### src/sv/swut_pkg.sv
// ----------------------------------------------------------------------------
// swut_pkg
// Shared types and constants for the single-wire UART transceiver.
// ----------------------------------------------------------------------------
package swut_pkg;

   // field widths
   localparam int FUNC_W   = 2;
   localparam int BYTE_W   = 8;
   localparam int STATUS_W = 2;
   localparam int CSR_W    = 16;
   localparam int CSR_IDX_W = 2;

   // default width of the tick counter
   localparam int TICK_BITS_DEFAULT = 16;

   // entries in the front-to-back queue
   localparam int QUEUE_DEPTH = 2;

   // register reset values
   localparam logic [CSR_W-1:0] BIT_TICKS_RST     = 16'd52;
   localparam logic [CSR_W-1:0] HALF_BIT_TICKS_RST = 16'd26;
   localparam logic [CSR_W-1:0] RX_TIMEOUT_RST    = 16'd50000;

   // register indexes
   localparam logic [CSR_IDX_W-1:0] CSR_BIT_TICKS      = 2'd0;
   localparam logic [CSR_IDX_W-1:0] CSR_HALF_BIT_TICKS = 2'd1;
   localparam logic [CSR_IDX_W-1:0] CSR_RX_TIMEOUT     = 2'd2;

   // request function codes
   localparam logic [FUNC_W-1:0] FUNC_TICK = 2'd0;
   localparam logic [FUNC_W-1:0] FUNC_SEND = 2'd1;
   localparam logic [FUNC_W-1:0] FUNC_RECV = 2'd2;

   // receive status codes
   localparam logic [STATUS_W-1:0] ST_OK          = 2'd0;
   localparam logic [STATUS_W-1:0] ST_TIMEOUT     = 2'd1;
   localparam logic [STATUS_W-1:0] ST_FALSE_START = 2'd2;
   localparam logic [STATUS_W-1:0] ST_NO_STOP     = 2'd3;

   // classified command
   typedef enum logic [1:0] {
      CMD_TICK,
      CMD_SEND,
      CMD_RECV
   } cmd_type;

   // one queued tick word
   typedef struct packed {
      cmd_type            cmd;
      logic [BYTE_W-1:0]  tx_byte;
      logic               tx_last;
      logic               line_in;
   } tick_word_type;

   // queue head as seen by the back end
   typedef struct packed {
      logic          valid;
      tick_word_type word;
   } queue_head_type;

endpackage

### src/sv/single_wire_uart_transceiver_top.sv
// ----------------------------------------------------------------------------
// single_wire_uart_transceiver_top
// Half-duplex single-wire 8N1 UART, advanced by one tick word per request.
// ----------------------------------------------------------------------------
// Each request word is one tick of the bit timing base and yields exactly one
// response word. The block takes one request word per clock cycle while
// req_stall is low: the front end pushes it into a two-word queue, and the
// engine pops it from the queue head into the response register, so each word
// is registered in the queue and then in the response register before it
// appears on the response side. A stalled response register backs up the
// queue, and request stall rises once both queue slots hold words.
// Configuration registers take effect at the next tick processed.
module single_wire_uart_transceiver_top #(
   parameter int TICK_COUNTER_BITS = swut_pkg::TICK_BITS_DEFAULT
) (
   input  logic                           clock,
   input  logic                           reset,
   input  logic                           csr_write,
   input  logic [swut_pkg::CSR_IDX_W-1:0] csr_index,
   input  logic [swut_pkg::CSR_W-1:0]     csr_data,
   input  logic                           req_valid,
   output logic                           req_stall,
   input  logic [swut_pkg::FUNC_W-1:0]    req_func,
   input  logic [swut_pkg::BYTE_W-1:0]    req_tx_byte,
   input  logic                           req_tx_last,
   input  logic                           req_line_in,
   output logic                           rsp_valid,
   input  logic                           rsp_stall,
   output logic                           rsp_line_out,
   output logic                           rsp_line_drive,
   output logic                           rsp_rx_valid,
   output logic [swut_pkg::BYTE_W-1:0]    rsp_rx_byte,
   output logic [swut_pkg::STATUS_W-1:0]  rsp_rx_status,
   output logic                           rsp_busy_res,
   output logic                           rsp_tx_done
);
   import swut_pkg::*;

   queue_head_type head;
   logic           pop;

   // front end: decode and queue
   swut_front u_front (
      .clock       (clock),
      .reset       (reset),
      .req_valid   (req_valid),
      .req_stall   (req_stall),
      .req_func    (req_func),
      .req_tx_byte (req_tx_byte),
      .req_tx_last (req_tx_last),
      .req_line_in (req_line_in),
      .pop         (pop),
      .head        (head)
   );

   // back end: bit timing engine
   swut_engine #(
      .TICK_COUNTER_BITS (TICK_COUNTER_BITS)
   ) u_engine (
      .clock          (clock),
      .reset          (reset),
      .csr_write      (csr_write),
      .csr_index      (csr_index),
      .csr_data       (csr_data),
      .head           (head),
      .pop            (pop),
      .rsp_valid      (rsp_valid),
      .rsp_stall      (rsp_stall),
      .rsp_line_out   (rsp_line_out),
      .rsp_line_drive (rsp_line_drive),
      .rsp_rx_valid   (rsp_rx_valid),
      .rsp_rx_byte    (rsp_rx_byte),
      .rsp_rx_status  (rsp_rx_status),
      .rsp_busy_res   (rsp_busy_res),
      .rsp_tx_done    (rsp_tx_done)
   );

endmodule

### src/sv/swut_queue.sv
// ----------------------------------------------------------------------------
// swut_queue
// Short queue of classified tick words between the front and the engine.
// ----------------------------------------------------------------------------
module swut_queue (
   input  logic                    clock,
   input  logic                    reset,
   input  logic                    push,
   input  swut_pkg::tick_word_type push_word,
   output logic                    full,
   input  logic                    pop,
   output swut_pkg::queue_head_type head
);
   import swut_pkg::*;

   localparam int PTR_W = (QUEUE_DEPTH > 1) ? $clog2(QUEUE_DEPTH) : 1;
   localparam int CNT_W = $clog2(QUEUE_DEPTH + 1);

   tick_word_type entry_ff [QUEUE_DEPTH];
   logic [PTR_W-1:0] wr_ptr_ff, wr_ptr_in;
   logic [PTR_W-1:0] rd_ptr_ff, rd_ptr_in;
   logic [CNT_W-1:0] count_ff, count_in;
   logic             do_pop;

   assign full   = (count_ff == CNT_W'(QUEUE_DEPTH));
   assign do_pop = pop && (count_ff != '0);

   assign head.valid = (count_ff != '0);
   assign head.word  = entry_ff[rd_ptr_ff];

   // pointer and fill count update
   always_comb begin
      wr_ptr_in = wr_ptr_ff;
      rd_ptr_in = rd_ptr_ff;
      count_in  = count_ff;
      if (push) begin
         wr_ptr_in = (wr_ptr_ff == PTR_W'(QUEUE_DEPTH - 1)) ? '0 : wr_ptr_ff + 1'b1;
      end
      if (do_pop) begin
         rd_ptr_in = (rd_ptr_ff == PTR_W'(QUEUE_DEPTH - 1)) ? '0 : rd_ptr_ff + 1'b1;
      end
      case ({push, do_pop})
         2'b10:   count_in = count_ff + 1'b1;
         2'b01:   count_in = count_ff - 1'b1;
         default: count_in = count_ff;
      endcase
   end

   always_ff @(posedge clock) begin
      if (reset) begin
         wr_ptr_ff <= '0;
         rd_ptr_ff <= '0;
         count_ff  <= '0;
      end else begin
         wr_ptr_ff <= wr_ptr_in;
         rd_ptr_ff <= rd_ptr_in;
         count_ff  <= count_in;
      end
   end

   // storage
   always_ff @(posedge clock) begin
      if (push) begin
         entry_ff[wr_ptr_ff] <= push_word;
      end
   end

endmodule

### src/sv/swut_front.sv
// ----------------------------------------------------------------------------
// swut_front
// Accepts request words, decodes the function code and queues them.
// ----------------------------------------------------------------------------
module swut_front (
   input  logic                        clock,
   input  logic                        reset,
   input  logic                        req_valid,
   output logic                        req_stall,
   input  logic [swut_pkg::FUNC_W-1:0] req_func,
   input  logic [swut_pkg::BYTE_W-1:0] req_tx_byte,
   input  logic                        req_tx_last,
   input  logic                        req_line_in,
   input  logic                        pop,
   output swut_pkg::queue_head_type    head
);
   import swut_pkg::*;

   tick_word_type word;
   logic          full;
   logic          push;

   // decode function; unused code counts as a plain tick
   always_comb begin
      unique case (req_func)
         FUNC_SEND: word.cmd = CMD_SEND;
         FUNC_RECV: word.cmd = CMD_RECV;
         default:   word.cmd = CMD_TICK;
      endcase
      word.tx_byte = req_tx_byte;
      word.tx_last = req_tx_last;
      word.line_in = req_line_in;
   end

   assign req_stall = full;
   assign push      = req_valid && !full;

   swut_queue u_queue (
      .clock     (clock),
      .reset     (reset),
      .push      (push),
      .push_word (word),
      .full      (full),
      .pop       (pop),
      .head      (head)
   );

endmodule

### src/sv/swut_engine.sv
// ----------------------------------------------------------------------------
// swut_engine
// Bit timing engine: one tick word per cycle unless the result stalls, registered result word.
// ----------------------------------------------------------------------------
module swut_engine #(
   parameter int TICK_COUNTER_BITS = swut_pkg::TICK_BITS_DEFAULT
) (
   input  logic                           clock,
   input  logic                           reset,
   input  logic                           csr_write,
   input  logic [swut_pkg::CSR_IDX_W-1:0] csr_index,
   input  logic [swut_pkg::CSR_W-1:0]     csr_data,
   input  swut_pkg::queue_head_type       head,
   output logic                           pop,
   output logic                           rsp_valid,
   input  logic                           rsp_stall,
   output logic                           rsp_line_out,
   output logic                           rsp_line_drive,
   output logic                           rsp_rx_valid,
   output logic [swut_pkg::BYTE_W-1:0]    rsp_rx_byte,
   output logic [swut_pkg::STATUS_W-1:0]  rsp_rx_status,
   output logic                           rsp_busy_res,
   output logic                           rsp_tx_done
);
   import swut_pkg::*;

   localparam int CNT_W = TICK_COUNTER_BITS;
   localparam int CMP_W = (CNT_W > CSR_W) ? CNT_W : CSR_W;

   typedef enum logic [1:0] {
      MODE_IDLE,
      MODE_TX,
      MODE_RX_WAIT,
      MODE_RX_BITS
   } mode_type;

   // configuration registers
   logic [CSR_W-1:0] bit_ticks_ff, half_bit_ticks_ff, rx_timeout_ff;

   // engine state
   mode_type          mode_ff, mode_in, mode_cur;
   logic [3:0]        bit_index_ff, bit_index_in, bit_index_cur;
   logic [CNT_W-1:0]  tick_count_ff, tick_count_in, cnt_base, cnt_next;
   logic [BYTE_W-1:0] shift_byte_ff, shift_byte_in, shift_cur;
   logic              release_ff, release_in, release_cur;
   logic              driving_ff, driving_in, driving_cur;
   logic              started_ff, started_in, started_cur;

   // result word register
   logic              rsp_valid_ff, rsp_valid_in;
   logic              line_out_ff, line_out_in;
   logic              line_drive_ff, line_drive_in;
   logic              rx_valid_ff, rx_valid_in;
   logic [BYTE_W-1:0] rx_byte_ff, rx_byte_in;
   logic [STATUS_W-1:0] rx_status_ff, rx_status_in;
   logic              busy_ff, busy_in;
   logic              tx_done_ff, tx_done_in;

   logic [CSR_W-1:0]  thr;
   logic              reached;
   logic [3:0]        bit_pos;
   logic              lin;

   assign pop = head.valid && (!rsp_valid_ff || !rsp_stall);
   assign lin = head.word.line_in;

   // configuration writes
   always_ff @(posedge clock) begin
      if (reset) begin
         bit_ticks_ff      <= BIT_TICKS_RST;
         half_bit_ticks_ff <= HALF_BIT_TICKS_RST;
         rx_timeout_ff     <= RX_TIMEOUT_RST;
      end else if (csr_write) begin
         unique case (csr_index)
            CSR_BIT_TICKS:      bit_ticks_ff      <= csr_data;
            CSR_HALF_BIT_TICKS: half_bit_ticks_ff <= csr_data;
            CSR_RX_TIMEOUT:     rx_timeout_ff     <= csr_data;
            default: ;
         endcase
      end
   end

   // command start while idle
   always_comb begin
      mode_cur      = mode_ff;
      bit_index_cur = bit_index_ff;
      cnt_base      = tick_count_ff;
      shift_cur     = shift_byte_ff;
      release_cur   = release_ff;
      driving_cur   = driving_ff;
      started_cur   = started_ff;
      if (mode_ff == MODE_IDLE) begin
         if (head.word.cmd == CMD_SEND) begin
            mode_cur      = MODE_TX;
            driving_cur   = 1'b1;
            bit_index_cur = '0;
            cnt_base      = '0;
            shift_cur     = head.word.tx_byte;
            release_cur   = head.word.tx_last;
         end else if (head.word.cmd == CMD_RECV) begin
            mode_cur      = MODE_RX_WAIT;
            driving_cur   = 1'b0;
            bit_index_cur = '0;
            cnt_base      = '0;
            shift_cur     = '0;
            started_cur   = 1'b0;
         end
      end
   end

   // interval counter: saturating increment and compare against the threshold
   always_comb begin
      unique case (mode_cur)
         MODE_RX_WAIT: thr = rx_timeout_ff;
         MODE_RX_BITS: thr = started_cur ? bit_ticks_ff : half_bit_ticks_ff;
         default:      thr = bit_ticks_ff;
      endcase
      cnt_next = (cnt_base != '1) ? cnt_base + 1'b1 : cnt_base;
      reached  = (CMP_W'(cnt_next) >= CMP_W'(thr)) || (cnt_next == '1);
   end

   assign bit_pos = bit_index_cur - 4'd1;

   // one tick of the bit engine
   always_comb begin
      mode_in       = mode_cur;
      bit_index_in  = bit_index_cur;
      tick_count_in = cnt_base;
      shift_byte_in = shift_cur;
      release_in    = release_cur;
      driving_in    = driving_cur;
      started_in    = started_cur;
      line_out_in   = 1'b1;
      rx_valid_in   = 1'b0;
      rx_byte_in    = '0;
      rx_status_in  = ST_OK;
      tx_done_in    = 1'b0;
      unique case (mode_cur)
         MODE_TX: begin
            if (bit_index_cur == 4'd0) begin
               line_out_in = 1'b0;
            end else if (bit_index_cur <= 4'd8) begin
               line_out_in = shift_cur[bit_pos[2:0]];
            end
            tick_count_in = reached ? '0 : cnt_next;
            if (reached) begin
               if (bit_index_cur >= 4'd9) begin
                  tx_done_in   = 1'b1;
                  mode_in      = MODE_IDLE;
                  bit_index_in = '0;
                  if (release_cur) begin
                     driving_in = 1'b0;
                  end
               end else begin
                  bit_index_in = bit_index_cur + 4'd1;
               end
            end
         end
         MODE_RX_WAIT: begin
            if (!lin) begin
               mode_in       = MODE_RX_BITS;
               tick_count_in = '0;
               started_in    = 1'b0;
            end else if (reached) begin
               mode_in       = MODE_IDLE;
               tick_count_in = '0;
               rx_valid_in   = 1'b1;
               rx_status_in  = ST_TIMEOUT;
            end else begin
               tick_count_in = cnt_next;
            end
         end
         MODE_RX_BITS: begin
            tick_count_in = reached ? '0 : cnt_next;
            if (reached) begin
               if (!started_cur) begin
                  if (lin) begin
                     mode_in      = MODE_IDLE;
                     rx_valid_in  = 1'b1;
                     rx_status_in = ST_FALSE_START;
                  end else begin
                     started_in   = 1'b1;
                     bit_index_in = '0;
                  end
               end else if (bit_index_cur < 4'd8) begin
                  shift_byte_in = {lin, shift_cur[BYTE_W-1:1]};
                  bit_index_in  = bit_index_cur + 4'd1;
               end else begin
                  mode_in      = MODE_IDLE;
                  bit_index_in = '0;
                  rx_valid_in  = 1'b1;
                  if (lin) begin
                     rx_byte_in = shift_cur;
                  end else begin
                     rx_status_in = ST_NO_STOP;
                  end
               end
            end
         end
         default: ;
      endcase
      line_drive_in = driving_cur;
      if (!driving_cur) begin
         line_out_in = 1'b1;
      end
      busy_in      = (mode_in != MODE_IDLE);
      rsp_valid_in = pop || (rsp_valid_ff && rsp_stall);
   end

   // engine state and result valid
   always_ff @(posedge clock) begin
      if (reset) begin
         mode_ff       <= MODE_IDLE;
         bit_index_ff  <= '0;
         tick_count_ff <= '0;
         shift_byte_ff <= '0;
         release_ff    <= 1'b0;
         driving_ff    <= 1'b0;
         started_ff    <= 1'b0;
         rsp_valid_ff  <= 1'b0;
      end else begin
         rsp_valid_ff <= rsp_valid_in;
         if (pop) begin
            mode_ff       <= mode_in;
            bit_index_ff  <= bit_index_in;
            tick_count_ff <= tick_count_in;
            shift_byte_ff <= shift_byte_in;
            release_ff    <= release_in;
            driving_ff    <= driving_in;
            started_ff    <= started_in;
         end
      end
   end

   // result word payload
   always_ff @(posedge clock) begin
      if (pop) begin
         line_out_ff   <= line_out_in;
         line_drive_ff <= line_drive_in;
         rx_valid_ff   <= rx_valid_in;
         rx_byte_ff    <= rx_byte_in;
         rx_status_ff  <= rx_status_in;
         busy_ff       <= busy_in;
         tx_done_ff    <= tx_done_in;
      end
   end

   assign rsp_valid      = rsp_valid_ff;
   assign rsp_line_out   = line_out_ff;
   assign rsp_line_drive = line_drive_ff;
   assign rsp_rx_valid   = rx_valid_ff;
   assign rsp_rx_byte    = rx_byte_ff;
   assign rsp_rx_status  = rx_status_ff;
   assign rsp_busy_res   = busy_ff;
   assign rsp_tx_done    = tx_done_ff;

endmodule
### config.mk
export PLATFORM = sky130hd
export DESIGN_NAME = single_wire_uart_transceiver_top
export DESIGN_NICKNAME = d
export VERILOG_FILES = /design/src/sv/swut_pkg.sv /design/src/sv/single_wire_uart_transceiver_top.sv /design/src/sv/swut_queue.sv /design/src/sv/swut_front.sv /design/src/sv/swut_engine.sv
export SDC_FILE = /design/constraint.sdc
export NUM_CORES = 1
export LEC_CHECK = 0
export BUFFER_PORTS_ARGS = -buffer_cell sky130_fd_sc_hd__clkbuf_2
export CORE_MARGIN = 4
export CORE_UTILIZATION = 35
export CTS_BUF_LIST = sky130_fd_sc_hd__clkbuf_4
export CTS_CLUSTER_SIZE = 30
export DETAILED_ROUTE_END_ITERATION = 6
export PLACE_DENSITY_LB_ADDON = 0.2
export SLEW_MARGIN = 20
export SYNTH_ARGS = -nofsm -noshare
export SYNTH_HDL_FRONTEND = slang
export SYNTH_SLANG_ARGS = --single-unit
### constraint.sdc
create_clock -name clock -period 5.5 [get_ports clock]
set_input_delay 1.1 -clock clock [delete_from_list [all_inputs] [get_ports clock]]
set_output_delay 1.1 -clock clock [all_outputs]
set_load 0.005 [all_outputs]
; ---- Word level (Yosys, flattened, before mapping)
; Memories as Yosys holds them, arrays and structs flattened. A register that Yosys moved wholly into a read port is not among the register bits.
; Index checks and enable logic that the tools add are counted.
[op_classes]
n_reduce_logical = 23
eq_ne = 14
magnitude_cmp = 5
bitwise_logic = 4
addsub = 7
muxes = 83
[ops]
columns = operator, n
row1 = 16-bit 2-to-1 mux, 7
row2 = 16-bit one-hot mux with 2 select lines, 2
row3 = 8-bit 2-to-1 mux, 7
row4 = 4-bit 2-to-1 mux, 9
row5 = 2-bit 2-to-1 mux, 17
row6 = 1-bit 2-to-1 mux, 33
row7 = 16-bit by 1-bit adder with 16-bit output (second input constant), 1
row8 = 16-bit equality test (second input constant), 1
row9 = 16-bit greater-or-equal comparator, 1
row10 = 16-bit inequality test (second input constant), 1
row11 = 2-bit equality test (second input constant), 7
row12 = 2-bit one-hot mux with 2 select lines, 3
row13 = 2-bit by 1-bit equality test with 1-bit output (second input constant), 5
row14 = 2-bit AND reduction, 5
row15 = 4-bit one-hot mux with 2 select lines, 1
row16 = 2-bit one-hot mux with 3 select lines, 1
row17 = 2-bit nonzero test, 3
row18 = 5-bit OR reduction, 1
row19 = 4-bit by 1-bit adder with 4-bit output (second input constant), 1
row20 = 4-bit greater-or-equal comparator (second input constant), 1
row21 = 4-bit less-or-equal comparator (second input constant), 1
row22 = 1-bit logical AND, 4
row23 = 2-bit zero test, 2
row24 = 4-bit zero test, 1
row25 = other kinds (12), 21
[totals]
input_bits = 35
reg_bits = 101
word_cells = 158
n_memories = 1
output_inout_bits = 17
ram_bits = 24
[memory_table]
columns = name, depth, word_bits, rd, rd_ports_with_merged_regs, write_ports, line
row1 = u_front.u_queue.entry_ff, 2, 12, 1, 1, 1, swut_queue.sv:19  ; tick_word_type entry_ff [QUEUE_DEPTH];

; ---- Logic depth before layout (Yosys ltp)
[depth]
word_depth = 12
depth_mapped = 19
depth_no_buf = 15

; ---- Hierarchy
; Synthesis repeated with hierarchy kept, for this count alone.
[hier_totals]
cells_unflattened = 709
area_unflattened_um2 = 6470.0
[by_module_without_submodules]
columns = mod, seq_area_each_um2, cells_each, instances, area_each_um2
row1 = swut_engine, 2092.0, 646, 1, 5371.4
row2 = swut_queue, 820.8, 60, 1, 1077.3
row3 = swut_front, 0.0, 3, 1, 21.3

; ---- Worst setup path after synthesis
; No wires, ideal clock.
[synth_timing]
path_type = register to register
from = register (tool-made name)
to = register u_engine.tick_count_ff[0]
period_less_slack_ps = 3934
n_path_buf = 4
arrival_ps = 3864
setup_ps = 71
required_time_ps = 5429
slack_ps = 1566
path_stages_with_launch = 19
cell_sequence = dfxtp_1 -> clkbuf_1 -> o21ai_0 -> a21oi_1 -> nand2b_1 -> clkbuf_1 -> clkbuf_1 -> a22o_1 -> a21oi_1 -> ha_1 -> a21o_1 -> a21o_1 -> a21oi_1 -> or2_2 -> nand3_1 -> nor3_1 -> buf_2 -> o21ai_0 -> a21oi_1
[synth_rtl]
columns = element, line
row1 = to (signal assigned), swut_engine.sv:226  ; tick_count_ff <= tick_count_in;
row2 = to (decl), swut_engine.sv:43  ; logic [CNT_W-1:0] tick_count_ff, tick_count_in, cnt_base, cnt_next;

==> run metrics <==
post-DR wirelength/cell=16.2 um; Post-DRT Antenna Nets=0; top cells by count, synth=nand2_1, dfxtp_1, a21oi_1; max-slew violations=0; initial drt markers=517; Final Critical Period=4280 ps; CTS hold repair buffers=0; maximum vdd drop=0.207 mV; critical path type=flip-flop to flip-flop; Synth async-reset ratio=0; total gr overflow=0; Starting Density=0.359; Worst R2R End=u_engine.shift_byte_ff[2]; final setup vio count=0; die height=roughly 140 um; Gate Count Post-Synth=707; CP required=5970 ps; Comb pwr share=0.387; met3 wire length=around 810 um; Net Sw Frac=0.404; Hold Path Class=flip-flop to flip-flop; FF-to-FF path depth=14; CP delay by family, top=compound AO/OA/AOI/OAI gates; Die ar.=20000 um^2; CTS clk-pin slew, worst paths=110 ps; drt total wl=16.0 mm; slowest cell on the critical path=o31ai_2; Final #Nets=804; input/output buffers=51; Worst Setup EP=u_engine.shift_byte_ff[2]; DRC Markers=8; flops & latches, synth=126; leading cell type by number of instances after synthesis=nand2_1; top_reg_cell synth=dfxtp_1; Pre-Repair DR Iteration Count=7; Synth area leader=dfxtp_1; RSZ-0062 raised after global routing=no; CP max stage delay=between 600 and 700 ps; PwrDens=~430 nW/um^2; Design Power=3.00 mW; crit path cell chain=nand2b_1, o21ai_0, a21oi_1, nand2b_1, a22o_1, a21oi_1, ha_1, a2111oi_0, nand2_1, o21ai_0, nand3_1, o31ai_2, a222oi_1, nor2_1; layout cell share with drive strength beyond 1=0.142; crit path max fanout=17; Setup crit start=u_front.u_queue.entry_ff[0][10]; outcome=complete, but fails checks; r2r startpoint=u_front.u_queue.entry_ff[0][10]; Die X=141 um; failing checks=DRC; worst-margin pin slew=roughly 1100 ps; Final Util=0.402; P_leak=2.62 nW; YS warnings=0; PostCTS Resize Cnt=0; largest net degree at the start of global routing=59; sequential element share of the synthesized area=0.467; clk buf depth=2; P_int=1.79 mW; # IOs=52; crit end category=flip-flop; Post-CTS Setup Inserts=0; clock group share of total power=0.212; Total GRT Usage=0.164; Synth cell types=61; worst skew pair latency=~540 ps; WP depth=14; top-area cell type share of the netlist area=0.279; Reg area=2910 um^2; top sig layer=met4; Placer Congestion=0.893; Critical Path AT=4750 ps; area occupied by multi-input gates=3120 um^2; H-Tree Depth=4; number of enable flip-flop cells after synthesis=39; initial antenna violation count=1; vias in the first global route=5108; Sw Pwr=1.21 mW; DPL Wire Length=11.3 mm; Synthesized Nets=763; synthesized area=approximately 6200 um^2; Num CTS Buffers=17; fillers=1720; DR vias/cell=roughly 5.3; pre-CTS setup slack=1210 ps; clock skew=18.2 ps; fin cells=about 990; vias after detailed routing=5275; R2R Setup Slk=1220 ps; row count=48; Worst Setup Start Kind=flip-flop; setup TNS=0 ps; first-pass GRT wire length=26.4 mm; wire length on met2=~7.3 mm; Root Buffer=clkbuf_4; Worst Path Buf+Inv=0; post-route met1 wirelength=7.73 mm; Hold Vio Cnt, Final=0; Flop pwr share=0.401; Layout area overhead=11.9%; Rel. slew slack=0.295; CTS Sinks=126; Max Freq=234 MHz; Tcrit/Tclk final=0.778; Synth area leaders=dfxtp_1, edfxtp_1, nand2_1; Mean Syn Cell Area=8.82 um^2; Placed Cells=between 900 and 1000; worst setup margin=1220 ps; CTS tree=yes; max-cap violations=0; core footprint=17400 um^2
## power groups by stage
stage / clock network (mW) / registers [mW] / logic, mW
after floorplan: 0 / 1.20 / 0.825
final: 0.636 / 1.20 / 1.16
after global routing: 0.704 / 1.22 / 1.29
after CTS: 0.655 / 1.20 / 1.16
after global placement: 0 / 1.22 / 1.15
after detailed placement: 0 / 1.22 / 1.16
## how the worst min path moves through the flow
| stage | from | end | slack, ps | depth (start not counted) |
|---|---|---|---|---|
| after floorplan | u_engine.bit_ticks_ff[0] | u_engine.bit_ticks_ff[0] | 440 | 2 |
| after global placement | u_engine.half_bit_ticks_ff[0] | u_engine.half_bit_ticks_ff[0] | 440 | 2 |
| after detailed placement | u_engine.half_bit_ticks_ff[5] | u_engine.half_bit_ticks_ff[5] | 450 | 2 |
| after CTS | u_engine.half_bit_ticks_ff[5] | u_engine.half_bit_ticks_ff[5] | 460 | 2 |
| after global routing | u_engine.half_bit_ticks_ff[5] | u_engine.half_bit_ticks_ff[5] | 480 | 2 |
| final | u_engine.half_bit_ticks_ff[2] | u_engine.half_bit_ticks_ff[2] | 460 | 2 |
## area by class of cell
type                       count  share of cell area
clock buffer                  18              0.0194
multi-input combinational    528               0.448
sequential                   126               0.418
clock inverter                14              0.0206
antenna                        2            0.000717
timing repair buffer          59              0.0452
inverter                      16             0.00861
tap                          225              0.0404
## cells by family after synthesis
family	count (synthesis)	share of synthesized area
simple gates	295	0.221
buf+inv	53	0.0321
flops	126	0.467
mux	17	0.0315
compound gates	183	0.190
fa+ha+maj	22	0.0437
xor+xnor	11	0.0155
## worst min-delay path, stage by stage, from the launching register on
cell and delay (ps):
dfxtp_1 330, nand2_1 50, a21oi_1 50
## metrics by stage
stage          hold slack (ps)  area, um^2
2_1_floorplan              436        6240
3_3_place_gp               443        6690
3_5_place_dp               448        6690
4_1_cts                    464        6970
5_1_grt                    483        6980
6_report                   464        6980
## state kept, by name, indices dropped and copies added (netlist names), named ones only
register / count
u_engine.rsp_rx_status: 2
u_engine.started_ff: 1
u_engine.rsp_line_out: 1
u_engine.mode_ff: 2
u_engine.rsp_line_drive: 1
u_engine.rsp_busy_res: 1
u_front.u_queue.rd_ptr_ff: 1
u_front.u_queue.count_ff: 2
u_engine.rsp_tx_done: 1
u_engine.bit_ticks_ff: 16
u_engine.rx_timeout_ff: 16
u_engine.rsp_valid: 1
u_engine.tick_count_ff: 16
u_front.u_queue.entry_ff: 24
u_engine.half_bit_ticks_ff: 16
u_engine.rsp_rx_byte: 8
u_front.u_queue.wr_ptr_ff: 1
u_engine.bit_index_ff: 4
u_engine.rsp_rx_valid: 1
u_engine.release_ff: 1
u_engine.driving_ff: 1
u_engine.shift_byte_ff: 8
## cell usage in the layout, fill, tap and decap left out, types with 5 or more instances in the layout
cell type / instances
nand2_1: 139
dfxtp_1: 87
edfxtp_1: 39
a31oi_1: 5
nor2b_1: 6
a21oi_1: 77
and3_1: 5
buf_4: 8
xor2_1: 9
a222oi_1: 8
inv_1: 16
a21o_1: 5
clkbuf_4: 18
a211oi_1: 5
nand2b_1: 8
ha_1: 21
nor2_1: 66
o21ai_0: 24
a22oi_1: 17
a22o_1: 15
mux2i_1: 14
clkbuf_2: 51
nand4_1: 7
nand3b_1: 15
nor3_1: 7
nand3_1: 18
## metal layers
metal | track usage | vias up
met2 | 0.257 | 147
met5 | 0 | -
met3 | 0.0367 | 11
met4 | 0.0460 | 0
li1 | - | 2632
met1 | 0.229 | 2485
No activity file was read; power rests on OpenSTA's default activity.
